`config.mk`:
```
export PLATFORM = sky130hd
export DESIGN_NAME = wtrh_ram
export DESIGN_NICKNAME = d
export VERILOG_FILES = /design/src/design/wtrh_ram.sv
export SDC_FILE = /design/constraint.sdc
export NUM_CORES = 2
export LEC_CHECK = 0
export BUFFER_PORTS_ARGS = -buffer_cell sky130_fd_sc_hd__buf_2
export CAP_MARGIN = 10
export CORE_AREA = 2 2 682 345
export CTS_BUF_LIST = sky130_fd_sc_hd__clkbuf_4 sky130_fd_sc_hd__clkbuf_8 sky130_fd_sc_hd__clkbuf_16
export DETAILED_ROUTE_END_ITERATION = 12
export DIE_AREA = 0 0 684 347
export PLACE_DENSITY = 0.86
export REMOVE_ABC_BUFFERS = 1
export SLEW_MARGIN = 40
export SYNTH_ARGS = -nofsm -noshare
export SYNTH_HDL_FRONTEND = slang
export SYNTH_SLANG_ARGS = --single-unit
```
`constraint.sdc`:
```
create_clock -name clk_i -period 7.3 [get_ports clk_i]
set_input_delay 1.095 -clock clk_i [delete_from_list [all_inputs] [get_ports clk_i]]
set_output_delay 1.095 -clock clk_i [all_outputs]
set_load 0.03 [all_outputs]
```
`src/design/wtrh_ram.sv`:
```
`timescale 1ns / 1ps
// ----------------------------------------------------------------------------
// wtrh_ram
// Generic single-clock RAM, one write and one read port, registered read.
// ----------------------------------------------------------------------------
module wtrh_ram #(
  parameter int WIDTH = 32,
  parameter int DEPTH = 128
) (
  input  logic                     clk_i,
  input  logic                     we_i,
  input  logic [$clog2(DEPTH)-1:0] waddr_i,
  input  logic [WIDTH-1:0]         wdata_i,
  input  logic                     re_i,
  input  logic [$clog2(DEPTH)-1:0] raddr_i,
  output logic [WIDTH-1:0]         rdata_o
);

  logic [WIDTH-1:0] mem_q [DEPTH];
  logic [WIDTH-1:0] rdata_q;

  // Write port
  always_ff @(posedge clk_i) begin
    if (we_i) begin
      mem_q[waddr_i] <= wdata_i;
    end
  end

  // Read port, data holds until the next read
  always_ff @(posedge clk_i) begin
    if (re_i) begin
      rdata_q <= mem_q[raddr_i];
    end
  end

  assign rdata_o = rdata_q;

endmodule

```
; Yosys cells after proc, flatten, opt, wreduce, memory -nomap -nowiden
; Memories as Yosys holds them, arrays and structs flattened. A register that Yosys moved wholly into a read port is not among the register bits.
; Index checks and enable logic that the tools add are counted.
[op_classes]
n_mux = 2
[ops]
columns = operator, n
row1 = 1-bit 2-to-1 mux, 2
[totals]
ramBits = 4096
memories = 1
input_bits = 49
ff_bits = 0
[mem_list]
columns = memory, words, width, read_ports, rd_clocked_by_memory_dff, wr, line
row1 = mem_q, 128, 32, 1, 1, 1, 19  ; logic [WIDTH-1:0] mem_q [DEPTH];

; Longest topological paths before layout
[depth]
word_depth = 2
ltp_mapped = 8

; Worst setup path before layout
; No wires, ideal clock.
[synth_path]
path_type = input to register
startpoint = input we_i
endpoint = memory mem_q[98][0], enable pin
cell_stages = 3
setup_ns = 0.461
path_slack_ns = 2.966
t_arrival_ns = 3.873
path_cell_list = clkbuf_1 > nand4_1 > nor3_1
[synth_via]
elab_chain_cells = 2
[synth_lines]
columns = item, line
row1 = start: declaration, 11  ; input logic we_i,
row2 = 1-bit 2-to-1 mux, 24  ; if (we_i) begin
row3 = 1-bit 2-to-1 mux (not written as such), 25  ; mem_q[waddr_i] <= wdata_i;
row4 = end: declaration, 19
; No other way between the ends.

==> results.cfg <==
[setup_path]
required_ns = 7.94
criticalPathCategory = input pin to register
reg2reg_depth = 4
timing.critical_path.buf_inv = 4
cpLargestDelayFamily = multiplexers
worstPathArrival_ns = 4.92
cp-start-kind = input pin
end_kind = register
cp_slowest_cell = buf_4
timing.reg2reg.setup_slack_ns = 4.31
r2r_start = mem_q[30][23]$_DFFE_PP_
crit_top_cell = mux4_2
crit_fanout = 50
crit-reg2reg-capture = rdata_o[23]$_DFFE_PP_
cp_cell_sequence = buf_8 > buf_16 > buf_4 > buf_4 > mux4_2 > mux4_2 > mux4_2 > mux2_2
slowest_delay_ns = 0.71

[global_routing]
grt_usage_pct = 45.45
grt_pass1_wl_um = 709300
first_global_vias = 79000
antenna_found_initial = 118
grt_overflow = 0
grt_max_degree = 140

[logic_synthesis]
yosys-mux-area-fraction_pct = 19.56
synthCells = 5990
synth_adder_area_share_pct = 0
synth_top_family_by_area = multiplexers
ys_ff_latch = 4128
synth_area_um2 = 156600
synthXorXnorAreaFrac_pct = 0
synth-seq-area-share_pct = 79.16
synthSimpleGateAreaFrac_pct = 0.4450
yosys_warnings = 0
synth-compound-area-share_pct = 0
avgSynthCellArea_um2 = 26.14
yosysUniqueCellTypes = 16

[cts]
hold_buffers = 0
cts_root_buffer = clkbuf_16
path_clk_slew_ns = 0.09
ctsResizeCount = 0
cts.sinks = 4128
h-tree-depth = 5
cts_buffers = 332
cts_max_path_buffers = 4
insertion_delay_ns = 0.93
cts_tree = yes
postCtsSetupBuffers = 0

[timing]
clock_skew_ns = 0.05526
setup_ws_ns = 3.023
slew_headroom_pct = 27.27
setup_violations = 0
fmax_mhz = 233.8
fin_setup_tns_ns = 0
drv_slew = 0
hold_violations = 0
period_share_pct = 58.59
fin_crit_ns = 4.277
tightest_slew_ns = 1.091
rsz0062_at_grt = no

[hold_path]
holdCritStartpoint = wdata_i[16]
min_path_type = input pin to register
holdPathStages = 1
whs_endpoint = mem_q[37][16]$_DFFE_PP_

[finish]
area_growth_pct = 11.52
final_nets = 6414
drive_gt1_share_pct = 36.10
multi_input_area_um2 = 32330
final-seq-area_um2 = 124000
nFillCells = 10720

[place]
gp_congestion = 0.8913
port_buffers = 80
dp_hpwl_um = 277000
place_ws_ns = 2.241

[detailed_routing]
dr.pass1.iters = 7
wl_met1_um = 150200
wl_met3_um = 107700
topRoutingLayerUsed = met5
antenna_left = 0
dr.first_iter.drc_count = 20010
met2_length_um = 239400
wl_per_cell_um = 54.94
drc_errors = 0
viasPerCell = 8.329
finalWirelength_um = 538400
vias = 81620

[power_and_ir_drop]
ir_drop_uv = 277.6
power.density_nw_per_um2 = 275.8
leakage_nw = 53.46

[floorplanning]
core_area_um2 = 231000
die_width_um = 684
dieArea_um2 = 237300
row_count = 125
die_h_um = 347
initial_core_util_pct = 67.79
ios = 81

[run]
max-cap-violations = 0

[run_status]
status = finished, final reports clean
-- cell families after synthesis --
family                 Yosys count
DFF                           4128
muxes                         1376
buffers and inverters          316
and+or+nand+nor                170
-- area by class of cell --
class	instances	share of cell area, %
sequential	4128	70.98
multi-input combinational	1546	18.51
clock buffer	411	5.207
tap	3111	2.229
timing repair buffer	357	2.073
clock inverter	179	0.9006
antenna	67	0.09601
-- per-layer routing --
| layer | vias to the layer above | global-route usage (%) |
|---|---|---|
| li1 | 27150 | - |
| met1 | 41220 | 57.77 |
| met2 | 10740 | 65.95 |
| met3 | 2382 | 21.44 |
| met4 | 126 | 24.48 |
| met5 | - | 1.841 |
-- worst max-delay path by stage --
stage	to	startpoint	cells past startpoint	slack, ns
floorplan	mem_q[102][0]$_DFFE_PP_	waddr_i[3]	3	3.00
global placement	rdata_o[6]$_DFFE_PP_	raddr_i[0]	6	2.33
detailed placement	rdata_o[6]$_DFFE_PP_	raddr_i[0]	7	2.24
CTS	rdata_o[6]$_DFFE_PP_	raddr_i[0]	7	3.12
global route	rdata_o[6]$_DFFE_PP_	raddr_i[0]	7	2.97
finish	rdata_o[14]$_DFFE_PP_	raddr_i[2]	8	3.02
-- power breakdown --
group | switching [W] | leakage, nW | internal, W
clock | 0.00900 | 5.34 | 0.00986
sequential | 0.000104 | 37.1 | 0.0262
combinational | 0.00204 | 11.0 | 0.000988
-- stage by stage --
stage	cell area, um2	utilization (%)	hold slack (ns)	std cells	total power (W)
2_1_floorplan	155300	-	1.149	5674	0.02774
3_3_place_gp	162800	70.48	1.171	9105	0.02929
3_5_place_dp	163200	70.64	1.214	9120	0.02946
4_1_cts	173800	75.25	0.5501	9710	0.04765
5_1_grt	174500	75.55	0.5594	9755	0.04863
6_report	174600	75.60	0.5715	9799	0.04816
-- Yosys cell counts, drive strengths merged --
cell	number	area [um2]
edfxtp	4128	124000
nor2b	7	43.79
nand2b	2	12.51
nand2	14	52.55
buf	134	628.1
nand3	12	60.06
nor3	9	45.04
nand4	3	18.77
mux4	1344	30270
or3	1	6.260
clkbuf	182	683.2
nor2	122	457.9
mux2	32	360.4
-- registers in the layout, indices dropped and copies added (netlist names) --
name,count
rdata_o,32
mem_q,4096
-- cells in the final DEF (no fill, tap or decap), drive strengths merged, types with 12 or more instances in the layout --
master,instances
clkbuf,415
mux4,1344
edfxtp,4128
clkinv,141
mux2,32
buf,353
bufinv,27
nand2,14
nor2,122
diode,67
nand3,12
Power figures use the tool's default switching activity.
